`config.mk`:
```
export PLATFORM = sky130hd
export DESIGN_NAME = slot_index_allocator_top
export DESIGN_NICKNAME = d
export VERILOG_FILES = /design/src/hw/rtl/sia_pkg.sv /design/src/hw/rtl/sia_ctrl.sv /design/src/hw/rtl/sia_dp.sv /design/src/hw/rtl/slot_index_allocator_top.sv
export SDC_FILE = /design/constraint.sdc
export NUM_CORES = 2
export LEC_CHECK = 0
export ABC_AREA = 0
export BUFFER_PORTS_ARGS = -buffer_cell sky130_fd_sc_hd__buf_2
export CAP_MARGIN = 20
export CORE_MARGIN = 4
export CORE_UTILIZATION = 55
export DETAILED_ROUTE_END_ITERATION = 10
export PLACE_DENSITY_LB_ADDON = 0.15
export SLEW_MARGIN = 10
export SYNTH_ARGS = -nofsm -noshare
export SYNTH_HDL_FRONTEND = slang
export SYNTH_HIERARCHICAL = 1
export SYNTH_SLANG_ARGS = --single-unit
```
`constraint.sdc`:
```
create_clock -name clk -period 9.2 [get_ports clk]
set_clock_uncertainty 0.15 [all_clocks]
set_input_delay 1.38 -clock clk [delete_from_list [all_inputs] [get_ports clk]]
set_output_delay 1.38 -clock clk [all_outputs]
set_load 0.02 [all_outputs]
```
`src/hw/rtl/sia_pkg.sv`:
```
// Slot index allocator package: command codes, status codes, FSM state,
// and the command/status structs between controller and datapath.
// No dependencies.
package sia_pkg;

	localparam int SLOT_W  = 8;
	localparam int CHUNK   = 16;   // bitmap bits examined per scan cycle
	localparam int CHUNK_W = 4;

	typedef enum logic [2:0] {
		CMD_ALLOC  = 3'd0,
		CMD_FREE   = 3'd1,
		CMD_LOOKUP = 3'd2,
		CMD_NEXT   = 3'd3,
		CMD_RESET  = 3'd4
	} cmd_t;

	typedef enum logic [1:0] {
		ST_OK       = 2'd0,
		ST_NONE     = 2'd1,
		ST_BAD_FREE = 2'd2
	} status_t;

	typedef enum logic [2:0] {
		S_IDLE,
		S_DECODE,
		S_POP,
		S_SCAN,
		S_REPORT
	} state_t;

	typedef struct packed {
		logic capture;     // latch the input transfer
		logic exec;        // single-cycle operation on the captured command
		logic pop_req;     // pop the freed stack, read issued
		logic pop_finish;  // allocate the popped index
		logic scan_init;   // set up the next-live scan
		logic scan_step;   // examine one bitmap chunk
	} ctrl_cmd_t;

	typedef struct packed {
		cmd_t cmd;
		logic stack_empty;
		logic scan_done;
	} dp_stat_t;

endpackage

```
`src/hw/rtl/sia_ctrl.sv`:
```
// Slot index allocator controller: sequences each command through the datapath.
// Depends on sia_pkg.
module sia_ctrl (
	input  logic                clk,
	input  logic                arst_n,
	input  logic                start,
	input  sia_pkg::dp_stat_t   stat,
	output sia_pkg::ctrl_cmd_t  ctl,
	output logic                busy,
	output logic                done
);
	import sia_pkg::*;

	state_t state_q;
	state_t state_d;

	always_ff @(posedge clk or negedge arst_n) begin
		if (!arst_n) begin
			state_q <= S_IDLE;
		end else begin
			state_q <= state_d;
		end
	end

	always_comb begin
		state_d = state_q;
		unique case (state_q)
			S_IDLE: begin
				if (start) state_d = S_DECODE;
			end
			S_DECODE: begin
				if (stat.cmd == CMD_ALLOC && !stat.stack_empty) state_d = S_POP;
				else if (stat.cmd == CMD_NEXT) state_d = S_SCAN;
				else state_d = S_REPORT;
			end
			S_POP: state_d = S_REPORT;
			S_SCAN: begin
				if (stat.scan_done) state_d = S_REPORT;
			end
			S_REPORT: state_d = S_IDLE;
			default: state_d = S_IDLE;
		endcase
	end

	always_comb begin
		ctl  = '0;
		busy = 1'b1;
		done = 1'b0;
		unique case (state_q)
			S_IDLE: begin
				busy        = 1'b0;
				ctl.capture = start;
			end
			S_DECODE: begin
				if (stat.cmd == CMD_ALLOC && !stat.stack_empty) ctl.pop_req = 1'b1;
				else if (stat.cmd == CMD_NEXT) ctl.scan_init = 1'b1;
				else ctl.exec = 1'b1;
			end
			S_POP: ctl.pop_finish = 1'b1;
			S_SCAN: ctl.scan_step = !stat.scan_done;
			S_REPORT: done = 1'b1;
			default: busy = 1'b1;
		endcase
	end

endmodule

```
`src/hw/rtl/sia_dp.sv`:
```
// Slot index allocator datapath: in-use bitmap, freed-index stack memory,
// bump and high-water counters, chunked next-live scan. Depends on sia_pkg.
module sia_dp #(
	parameter int SLOTS = 256
) (
	input  logic                          clk,
	input  logic                          arst_n,
	input  sia_pkg::ctrl_cmd_t            ctl,
	output sia_pkg::dp_stat_t             stat,
	input  logic [2:0]                    cmd,
	input  logic [sia_pkg::SLOT_W-1:0]    slot,
	input  logic                          from_start,
	output logic [1:0]                    status,
	output logic [sia_pkg::SLOT_W-1:0]    result_slot,
	output logic                          live
);
	import sia_pkg::*;

	localparam int SW  = $clog2(SLOTS);
	localparam int CW  = $clog2(SLOTS + 1);
	localparam int NW  = (SLOTS + CHUNK - 1) / CHUNK;
	localparam int WIW = (NW > 1) ? $clog2(NW) : 1;
	localparam int NWP = 2 ** WIW;
	localparam int MW  = WIW + CHUNK_W;
	localparam int PW  = ((MW > SLOT_W) ? MW : SLOT_W) + 1;

	// captured transfer
	cmd_t              cmd_q;
	logic [SLOT_W-1:0] slot_q;
	logic              from_q;

	// allocator state
	logic [CHUNK-1:0]  map_q [NWP];
	logic [SLOT_W-1:0] stack_mem [SLOTS];
	logic [SLOT_W-1:0] rd_q;
	logic [CW-1:0]     fc_q;
	logic [CW-1:0]     bn_q;
	logic [SW-1:0]     hw_q;

	// scan state
	logic [WIW-1:0]    cur_q;
	logic [MW-1:0]     start_q;
	logic              scan_done_q;

	// results
	status_t           res_status_q;
	logic [SLOT_W-1:0] res_slot_q;
	logic              res_live_q;

	// combinational controls
	logic              res_we;
	status_t           res_status_d;
	logic [SLOT_W-1:0] res_slot_d;
	logic              res_live_d;
	logic              map_set, map_clr, clear_all, push, bump;
	logic [SW-1:0]     alloc_idx;
	logic [MW-1:0]     set_pos, slot_pos, hw_pos, pos, hit_pos;
	logic              slot_in_range, slot_live, bump_full, rd_in_range;
	logic [PW-1:0]     scan_start;
	logic              start_ok;
	logic [CHUNK-1:0]  word, cand;
	logic [CHUNK_W-1:0] hit_off;
	logic              hit, last_word;

	assign slot_in_range = PW'(slot_q) < PW'(SLOTS);
	assign slot_pos      = MW'(slot_q);
	assign slot_live     = slot_in_range && map_q[slot_pos[MW-1:CHUNK_W]][slot_pos[CHUNK_W-1:0]];
	assign bump_full     = bn_q == CW'(SLOTS);
	assign rd_in_range   = PW'(rd_q) < PW'(SLOTS);
	assign hw_pos        = MW'(hw_q);
	assign set_pos       = MW'(alloc_idx);

	assign scan_start = from_q ? '0 : PW'(slot_q) + PW'(1);
	assign start_ok   = scan_start <= PW'(hw_q);

	// one bitmap chunk per cycle, bounded by start point and high-water mark
	assign word = map_q[cur_q];
	always_comb begin
		pos = '0;
		for (int i = 0; i < CHUNK; i++) begin
			pos     = {cur_q, CHUNK_W'(i)};
			cand[i] = word[i] && (pos >= start_q) && (pos <= hw_pos);
		end
	end

	always_comb begin
		hit_off = '0;
		for (int i = CHUNK - 1; i >= 0; i--) begin
			if (cand[i]) hit_off = CHUNK_W'(i);
		end
	end

	assign hit       = |cand;
	assign hit_pos   = {cur_q, hit_off};
	assign last_word = cur_q == hw_pos[MW-1:CHUNK_W];

	always_comb begin
		res_we       = 1'b0;
		res_status_d = ST_NONE;
		res_slot_d   = '0;
		res_live_d   = 1'b0;
		map_set      = 1'b0;
		map_clr      = 1'b0;
		clear_all    = 1'b0;
		push         = 1'b0;
		bump         = 1'b0;
		alloc_idx    = SW'(bn_q);
		if (ctl.exec) begin
			res_we = 1'b1;
			unique case (cmd_q)
				CMD_ALLOC: begin
					if (!bump_full) begin
						bump         = 1'b1;
						map_set      = 1'b1;
						res_status_d = ST_OK;
						res_slot_d   = SLOT_W'(alloc_idx);
						res_live_d   = 1'b1;
					end
				end
				CMD_FREE: begin
					if (slot_live && fc_q < CW'(SLOTS)) begin
						map_clr      = 1'b1;
						push         = 1'b1;
						res_status_d = ST_OK;
						res_slot_d   = slot_q;
					end else begin
						res_status_d = ST_BAD_FREE;
					end
				end
				CMD_LOOKUP: begin
					if (slot_live) begin
						res_status_d = ST_OK;
						res_slot_d   = slot_q;
						res_live_d   = 1'b1;
					end
				end
				CMD_RESET: begin
					clear_all    = 1'b1;
					res_status_d = ST_OK;
				end
				default: res_status_d = ST_NONE;
			endcase
		end else if (ctl.pop_finish) begin
			res_we    = 1'b1;
			alloc_idx = SW'(rd_q);
			if (rd_in_range) begin
				map_set      = 1'b1;
				res_status_d = ST_OK;
				res_slot_d   = rd_q;
				res_live_d   = 1'b1;
			end
		end else if (ctl.scan_init) begin
			res_we = !start_ok;
		end else if (ctl.scan_step) begin
			if (hit) begin
				res_we       = 1'b1;
				res_status_d = ST_OK;
				res_slot_d   = SLOT_W'(hit_pos);
				res_live_d   = 1'b1;
			end else if (last_word) begin
				res_we = 1'b1;
			end
		end
	end

	always_ff @(posedge clk or negedge arst_n) begin
		if (!arst_n) begin
			for (int w = 0; w < NWP; w++) map_q[w] <= '0;
			fc_q        <= '0;
			bn_q        <= '0;
			hw_q        <= '0;
			cur_q       <= '0;
			start_q     <= '0;
			scan_done_q <= 1'b0;
		end else begin
			if (clear_all) begin
				for (int w = 0; w < NWP; w++) map_q[w] <= '0;
				fc_q <= '0;
				bn_q <= '0;
				hw_q <= '0;
			end else begin
				if (map_set) begin
					map_q[set_pos[MW-1:CHUNK_W]][set_pos[CHUNK_W-1:0]] <= 1'b1;
					if (alloc_idx > hw_q) hw_q <= alloc_idx;
				end
				if (map_clr) map_q[slot_pos[MW-1:CHUNK_W]][slot_pos[CHUNK_W-1:0]] <= 1'b0;
				if (push) fc_q <= fc_q + 1'b1;
				else if (ctl.pop_req) fc_q <= fc_q - 1'b1;
				if (bump) bn_q <= bn_q + 1'b1;
			end
			if (ctl.scan_init) begin
				start_q     <= MW'(scan_start);
				cur_q       <= WIW'(scan_start >> CHUNK_W);
				scan_done_q <= !start_ok;
			end else if (ctl.scan_step) begin
				if (hit || last_word) scan_done_q <= 1'b1;
				else cur_q <= cur_q + 1'b1;
			end
		end
	end

	always_ff @(posedge clk) begin
		if (ctl.capture) begin
			cmd_q  <= cmd_t'(cmd);
			slot_q <= slot;
			from_q <= from_start;
		end
		if (push) stack_mem[SW'(fc_q)] <= slot_q;
		if (ctl.pop_req) rd_q <= stack_mem[SW'(fc_q - 1'b1)];
		if (res_we) begin
			res_status_q <= res_status_d;
			res_slot_q   <= res_slot_d;
			res_live_q   <= res_live_d;
		end
	end

	assign stat.cmd         = cmd_q;
	assign stat.stack_empty = fc_q == '0;
	assign stat.scan_done   = scan_done_q;

	assign status      = res_status_q;
	assign result_slot = res_slot_q;
	assign live        = res_live_q;

endmodule

```
`src/hw/rtl/slot_index_allocator_top.sv`:
```
// Slot index allocator: hands out, frees, looks up and scans slot indices
// of a fixed pool. Command channel in, one result per command out.
//
// Input: a command (cmd, slot, from_start) transfers on a rising edge with
// start high and busy low. busy stays high until the result has been shown.
// Output: done is high for exactly one cycle while status, result_slot and
// live carry the result; the receiver takes it at the end of that cycle and
// cannot hold it off. Results hold their value between strobes.
// States each command passes through after the transfer edge:
//   free, lookup, reset, bump alloc, unused codes: decode, then report
//   alloc from the freed stack: decode, pop, report; the pop state waits for the registered stack read
//   next live: decode, scan, report; scan walks k 16-slot bitmap chunks up to the
//   high-water mark (at most SLOTS/16)
// A new command may transfer the cycle after done.
// arst_n clears the bitmap, stack count, bump counter and high-water mark
// at once; the reset command does the same. Stack contents are only read
// below the stack count and need no clearing.
module slot_index_allocator_top #(
	parameter int SLOTS = 256
) (
	input  logic                       clk,
	input  logic                       arst_n,
	input  logic                       start,
	output logic                       busy,
	input  logic [2:0]                 cmd,
	input  logic [sia_pkg::SLOT_W-1:0] slot,
	input  logic                       from_start,
	output logic                       done,
	output logic [1:0]                 status,
	output logic [sia_pkg::SLOT_W-1:0] result_slot,
	output logic                       live
);
	import sia_pkg::*;

	ctrl_cmd_t ctl;
	dp_stat_t  stat;

	sia_ctrl u_ctrl (
		.clk    (clk),
		.arst_n (arst_n),
		.start  (start),
		.stat   (stat),
		.ctl    (ctl),
		.busy   (busy),
		.done   (done)
	);

	sia_dp #(
		.SLOTS (SLOTS)
	) u_dp (
		.clk         (clk),
		.arst_n      (arst_n),
		.ctl         (ctl),
		.stat        (stat),
		.cmd         (cmd),
		.slot        (slot),
		.from_start  (from_start),
		.status      (status),
		.result_slot (result_slot),
		.live        (live)
	);

endmodule

```
# Word-level counts from Yosys, hierarchy flattened
# Memory sizes are Yosys's and may differ from the RTL's. A register that Yosys moved wholly into a read port is not among the register bits.
# Cells that the tools add are included.
# Widths: inputs -> output; s select.
[totals]
romBits = 0
ramBits = 2048
elab_cells = 267
mem_count = 1
regBits = 321
latch_bits = 0
[mem_list]
columns = ["memory", "depth", "word_bits", "read_ports", "rd_clocked_by_memory_dff", "wr", "line_no", "source"]
rows = [
  ["u_dp.stack_mem", 256, 8, 1, 1, 1, "sia_dp.sv:34", "logic [SLOT_W-1:0] stack_mem [SLOTS];"],
]
[classes]
n_eq_ne = 13
n_div = 0
n_mul = 0
bitwise_logic = 6
shift = 0
muxes = 113
order_cmp = 44
n_reduce_logical = 56
add_sub_neg = 5
[op_table]
columns = ["cell", "n"]
rows = [
  ["$mux 256", 4],
  ["$and 256x256->256", 1],
  ["$not 256->256", 1],
  ["$or 256x256->256", 1],
  ["$bmux 16 s4", 2],
  ["$demux 16 s4", 2],
  ["$ge 8x8->1", 16],
  ["$le 8x8->1", 16],
  ["$mux 8", 13],
  ["$mux 16", 6],
  ["$mux 4", 19],
  ["$mux 9", 6],
  ["$mux 1", 44],
  ["$logic_and 1x1->1", 38],
  ["$pmux 8 s3", 1],
  ["$add 9x1->9 const B", 2],
  ["$reduce_or 16->1", 1],
  ["$ge 5x5->1 const B", 3],
  ["$not 4->5", 3],
  ["$eq 3x2->1 const B", 4],
  ["$mux 2", 6],
  ["$mux 3", 4],
  ["$pmux 3 s4", 1],
  ["$lt 4x5->1 const B", 2],
  ["25 further kinds", 41],
]

# Longest topological paths before layout
[logic_depth]
word_depth = 27
depth_mapped = 26
depth_no_buf = 20

# Hierarchy
# Netlist, hierarchy kept.
[by_module_without_submodules]
columns = ["mod", "cells_each", "instances", "area_per_inst_um2"]
rows = [
  ["sia_dp", 5254, 1, 99230.2],
  ["sia_ctrl", 27, 1, 242.7],
]

# Worst setup path after synthesis
# OpenSTA, ideal clock, no wires.
[synth_timing]
path_kind = "reg-to-reg"
startpoint = "register u_dp.slot_q[5], in the netlist u_dp/slot_pos[5]"
endpoint = "memory u_dp.stack_mem[144][0], enable pin"
slack_ps = 1836
setup_time_ps = 370
t_arrival_ps = 6844
stages_incl_launch_ff = 14
cell_sequence = "edfxtp_1 buf_2 nand3_1 o211ai_1 a2111oi_0 a221o_1 a2111oi_4 o211ai_2 buf_6 buf_6 or2_1 buf_2 buf_2 nor2_1"
[synth_between]
elab_chain_cells = 12
[synth_lines]
columns = ["element", "line_no", "source"]
rows = [
  ["start: declaration", "sia_dp.sv:29", "logic [SLOT_W-1:0] slot_q;"],
  ["start signal: assignment", "sia_dp.sv:205", "slot_q <= slot;"],
  ["$not 4->5 (implied by the code)", "sia_dp.sv:67", "assign slot_live = slot_in_range && map_q[slot_pos[MW-1:CHUNK_W]][slot_pos[CHUNK_W-1:0]];"],
  ["$bmux 16 s4", "sia_dp.sv:67", ""],
  ["$mux 16 (implied by the code) (2 in a row)", "sia_dp.sv:67", ""],
  ["$bmux 1 s4", "sia_dp.sv:67", ""],
  ["$mux 1 (implied by the code)", "sia_dp.sv:67", ""],
  ["$logic_and 1x1->1", "sia_dp.sv:121", "if (slot_live && fc_q < CW'(SLOTS)) begin"],
  ["$mux 1", "sia_dp.sv:121", ""],
  ["$mux 1", "sia_dp.sv:110", "unique case (cmd_q)"],
  ["$mux 1", "sia_dp.sv:108", "if (ctl.exec) begin"],
  ["$mux 1", "sia_dp.sv:208", "if (push) stack_mem[SW'(fc_q)] <= slot_q;"],
  ["$mux 1 (implied by the code)", "sia_dp.sv:208", ""],
  ["end: declaration", "sia_dp.sv:34", ""],
]
# No other way between the ends. The select of a mux whose other input is x is not followed.

==> results.json <==
{
  "status": "finished, final reports clean",
  "fin_crit_sh_pct": 71.5,
  "syn_nets": 5334,
  "synth_edf_count": 2079,
  "crit_arrival_ns": 7.16,
  "root_buffer": "clkbuf_16",
  "clock_path_buffers": 3,
  "p_leak_nw": 35.5,
  "power_density_nw_per_um2": 305,
  "drtAntennaViolNets": 0,
  "grt_max_degree": 241,
  "reg2reg_slack_ns": 2.62,
  "io_pins": 28,
  "fmax_ghz": 0.152,
  "die_x_um": 433,
  "final_net_count": 5346,
  "drt_iter0_drc": 6677,
  "rsz0062_at_grt": "no",
  "relSlewSlack_pct": 16.4,
  "crit_chain": "or2_2 -> nor3_1 -> nand2_1 -> nor3_1 -> or3_4 -> a21oi_2 -> nor3_1 -> buf_2 -> nor4b_2 -> a21boi_1 -> nor2_1 -> or2_2 -> nor2_1 -> a21oi_1 -> a211oi_1",
  "cap_violations": 0,
  "worstSkewPairLatency_ns": 0.87,
  "peakVddDrop_v": 0.000342,
  "portBuffers": 27,
  "hold_path_class": "input port to async pin",
  "worstPathRequired_ns": 9.78,
  "fin_area_um2": 110000,
  "grt_pass1_vias": 52400,
  "avgRoutedWirePerCell_um": 32.6,
  "cp-start-kind": "register",
  "dp.cells": 7409,
  "hold_viol": 0,
  "setup_ws_ns": 2.62,
  "reg2reg_depth": 15,
  "max_stage_delay_ns": 0.81,
  "cts-resized-gates": 0,
  "vias": 53000,
  "netlist_instances": 5281,
  "cts_made_buffers": 232,
  "postPlaceCellArea_um2": 102000,
  "final.setup.tns_ns": 0,
  "core-area_um2": 179000,
  "start_util_pct": 55.5,
  "layout_common_cells": "2079 x edfxtp_1, 797 x mux4_2, 459 x nor2_1, 295 x dfrtp_1, 269 x a21oi_1",
  "place_ws_ns": 2.45,
  "cp_max_fo": 13,
  "path_class": "register to register",
  "drv_slew": 0,
  "crit_slowest_cell": "nor2_1",
  "grt_pass1_wl_um": 376000,
  "synthArstFlopShare_pct": 12.5,
  "utilization_pct": 61.6,
  "worstReg2RegStart": "u_dp/fc_q[4]$_DFFE_PN0P_",
  "synth_flop_cell": "edfxtp_1",
  "rows": 155,
  "dpl.hpwl_um": 153000,
  "ys_ff_latch": 2377,
  "tritoncts": "yes",
  "cpMostUsedCell": "nor3_1",
  "die_h_um": 433,
  "worstSetupEndpointType": "register",
  "rr_endpoint": "u_dp/map_q[233]$_DFF_PN0_",
  "final_cells": 7855,
  "grtUsageTotal_pct": 27.6,
  "postCtsSetupBuffers": 0,
  "layout-area-overhead-vs-synth_pct": 10.9,
  "drc": 0,
  "setup_viol": 0,
  "routed_wl_um": 256000,
  "drt_first_pass_iters": 6,
  "final_common_cell": "edfxtp_1",
  "dieArea_um2": 188000,
  "via_per_inst": 6.75,
  "grt-ovfl-total": 0,
  "grt_antenna_before_repair": 8,
  "syn_area_per_cell_um2": 18.8,
  "yosysSeqAreaShare_pct": 70.3,
  "synth_cell_type_count": 84,
  "worst_pin_slew_ns": 1.25,
  "critical_path_buf_inv_count": 1,
  "path_delay_family": "simple AND/OR/NAND/NOR gates",
  "h-tree-depth": 4,
  "yosys_warnings": 6,
  "cts_sinks": 2377,
  "path_clk_slew_ns": 0.06,
  "cts-hold-fix-buffers": 0,
  "gp_congestion": 0.934,
  "layout-drive-gt1-share_pct": 25.1,
  "synth_area_um2": 99500,
  "fin_crit_ns": 6.58,
  "cp.depth": 15
}
[sequential cells by signal, summed over array words and instances (netlist names), 4 cells and up]
name	flops
u_dp/stack_mem	2048
u_dp/result_slot	8
u_dp/cur_q	4
u_dp/fc_q	9
u_dp/slot_pos	8
u_dp/hw_pos	8
u_dp/rd_q	8
u_dp/start_q	8
u_dp/bn_q	9
u_dp/map_q	256
[report_power, final]
group	total (W)	internal, W	switching (W)	leakage (nW)
clock	0.00972	0.00567	0.00405	3.83
combinational	0.0114	0.00482	0.00654	8.83
sequential	0.0126	0.0123	0.000242	22.8
[logic make-up after synthesis]
kind of cell	count (synthesis)	share of synthesized area, %
compound gates	703	4.66
buf+inv	405	1.67
simple gates	863	3.92
mux	878	18.9
fa+ha+maj	38	0.478
flops	2377	70.3
xor+xnor	17	0.150
[cell usage after synthesis (all sizes together) (4+ instances only)]
master	instances	area share, %
a21boi	7	0.053
nor3b	6	0.045
mux2	10	0.11
a211oi	153	1.2
buf	98	0.51
xnor2	8	0.070
nor2b	23	0.14
o21a	68	0.51
mux4	797	18
nor3	26	0.16
edfxtp	2079	63
and3	9	0.057
xor2	9	0.079
dfrtp	298	7.5
inv	36	0.14
nor4	14	0.20
o22ai	14	0.088
or3	13	0.092
o221a	16	0.18
nand2	186	0.70
a22o	11	0.097
nand2b	19	0.12
or2	11	0.069
o2111ai	7	0.062
o211ai	10	0.080
a21o	8	0.060
a21oi	271	1.4
nand3	21	0.11
nor2	475	1.8
a22oi	16	0.12
clkbuf	269	1.0
nor4b	4	0.042
mux2i	71	0.71
a2111oi	6	0.075
o211a	4	0.040
o21ai	69	0.35
ha	38	0.48
and2	22	0.14
a221o	11	0.11
nand4	15	0.094
and4	7	0.062
[final cells by class]
| cell class | instances | area, um2 |
|---|---|---|
| clock buffer | 277 | 6080 |
| antenna | 6 | 15.0 |
| multi-input combinational | 2499 | 28200 |
| inverter | 38 | 143 |
| fill | 12600 | 68900 |
| clock inverter | 158 | 1790 |
| timing repair buffer | 145 | 1270 |
| tap | 2355 | 2950 |
| sequential | 2377 | 69900 |
[metal layers]
layer	vias to the layer above	track usage, %	routed length [um]
met5	-	0	11
met4	2	8.61	8500
met3	536	5.89	24100
met2	2863	42.3	120000
met1	27900	40.5	103000
li1	21700	-	-
[stage by stage]
stage	power, W	hold WS (ns)
after CTS	0.0339	0.383
after floorplan	0.0201	0.319
after global routing	0.0348	0.401
final	0.0337	0.377
after detailed placement	0.0242	0.377
after global placement	0.0241	0.351
[worst reg2reg max path: stages (launching register included)]
cell	delay (ns)
dfrtp_1	0.51
or2_2	0.42
nor3_1	0.22
nand2_1	0.31
nor3_1	0.57
or3_4	0.26
a21oi_2	0.06
nor3_1	0.30
buf_2	0.28
nor4b_2	0.62
a21boi_1	0.64
nor2_1	0.39
or2_2	0.48
nor2_1	0.81
a21oi_1	0.18
a211oi_1	0.25
[how the worst max path moves through the flow]
| stage | start | slack (ns) | end |
|---|---|---|---|
| 4_1_cts | u_dp/fc_q[4]$_DFFE_PN0P_ | 2.41 | u_dp/map_q[201]$_DFF_PN0_ |
| 5_1_grt | u_dp/fc_q[4]$_DFFE_PN0P_ | 2.13 | u_dp/map_q[233]$_DFF_PN0_ |
| 6_report | u_dp/fc_q[4]$_DFFE_PN0P_ | 2.62 | u_dp/map_q[233]$_DFF_PN0_ |
| 3_3_place_gp | u_dp/fc_q[4]$_DFFE_PN0P_ | 2.55 | u_dp/map_q[186]$_DFF_PN0_ |
| 3_5_place_dp | u_dp/fc_q[4]$_DFFE_PN0P_ | 2.45 | u_dp/map_q[201]$_DFF_PN0_ |
| 2_1_floorplan | u_dp/slot_pos[5]$_DFFE_PP_ | 1.84 | u_dp/stack_mem[144][0]$_DFFE_PP_ |
(Power assumes the default switching activity.)
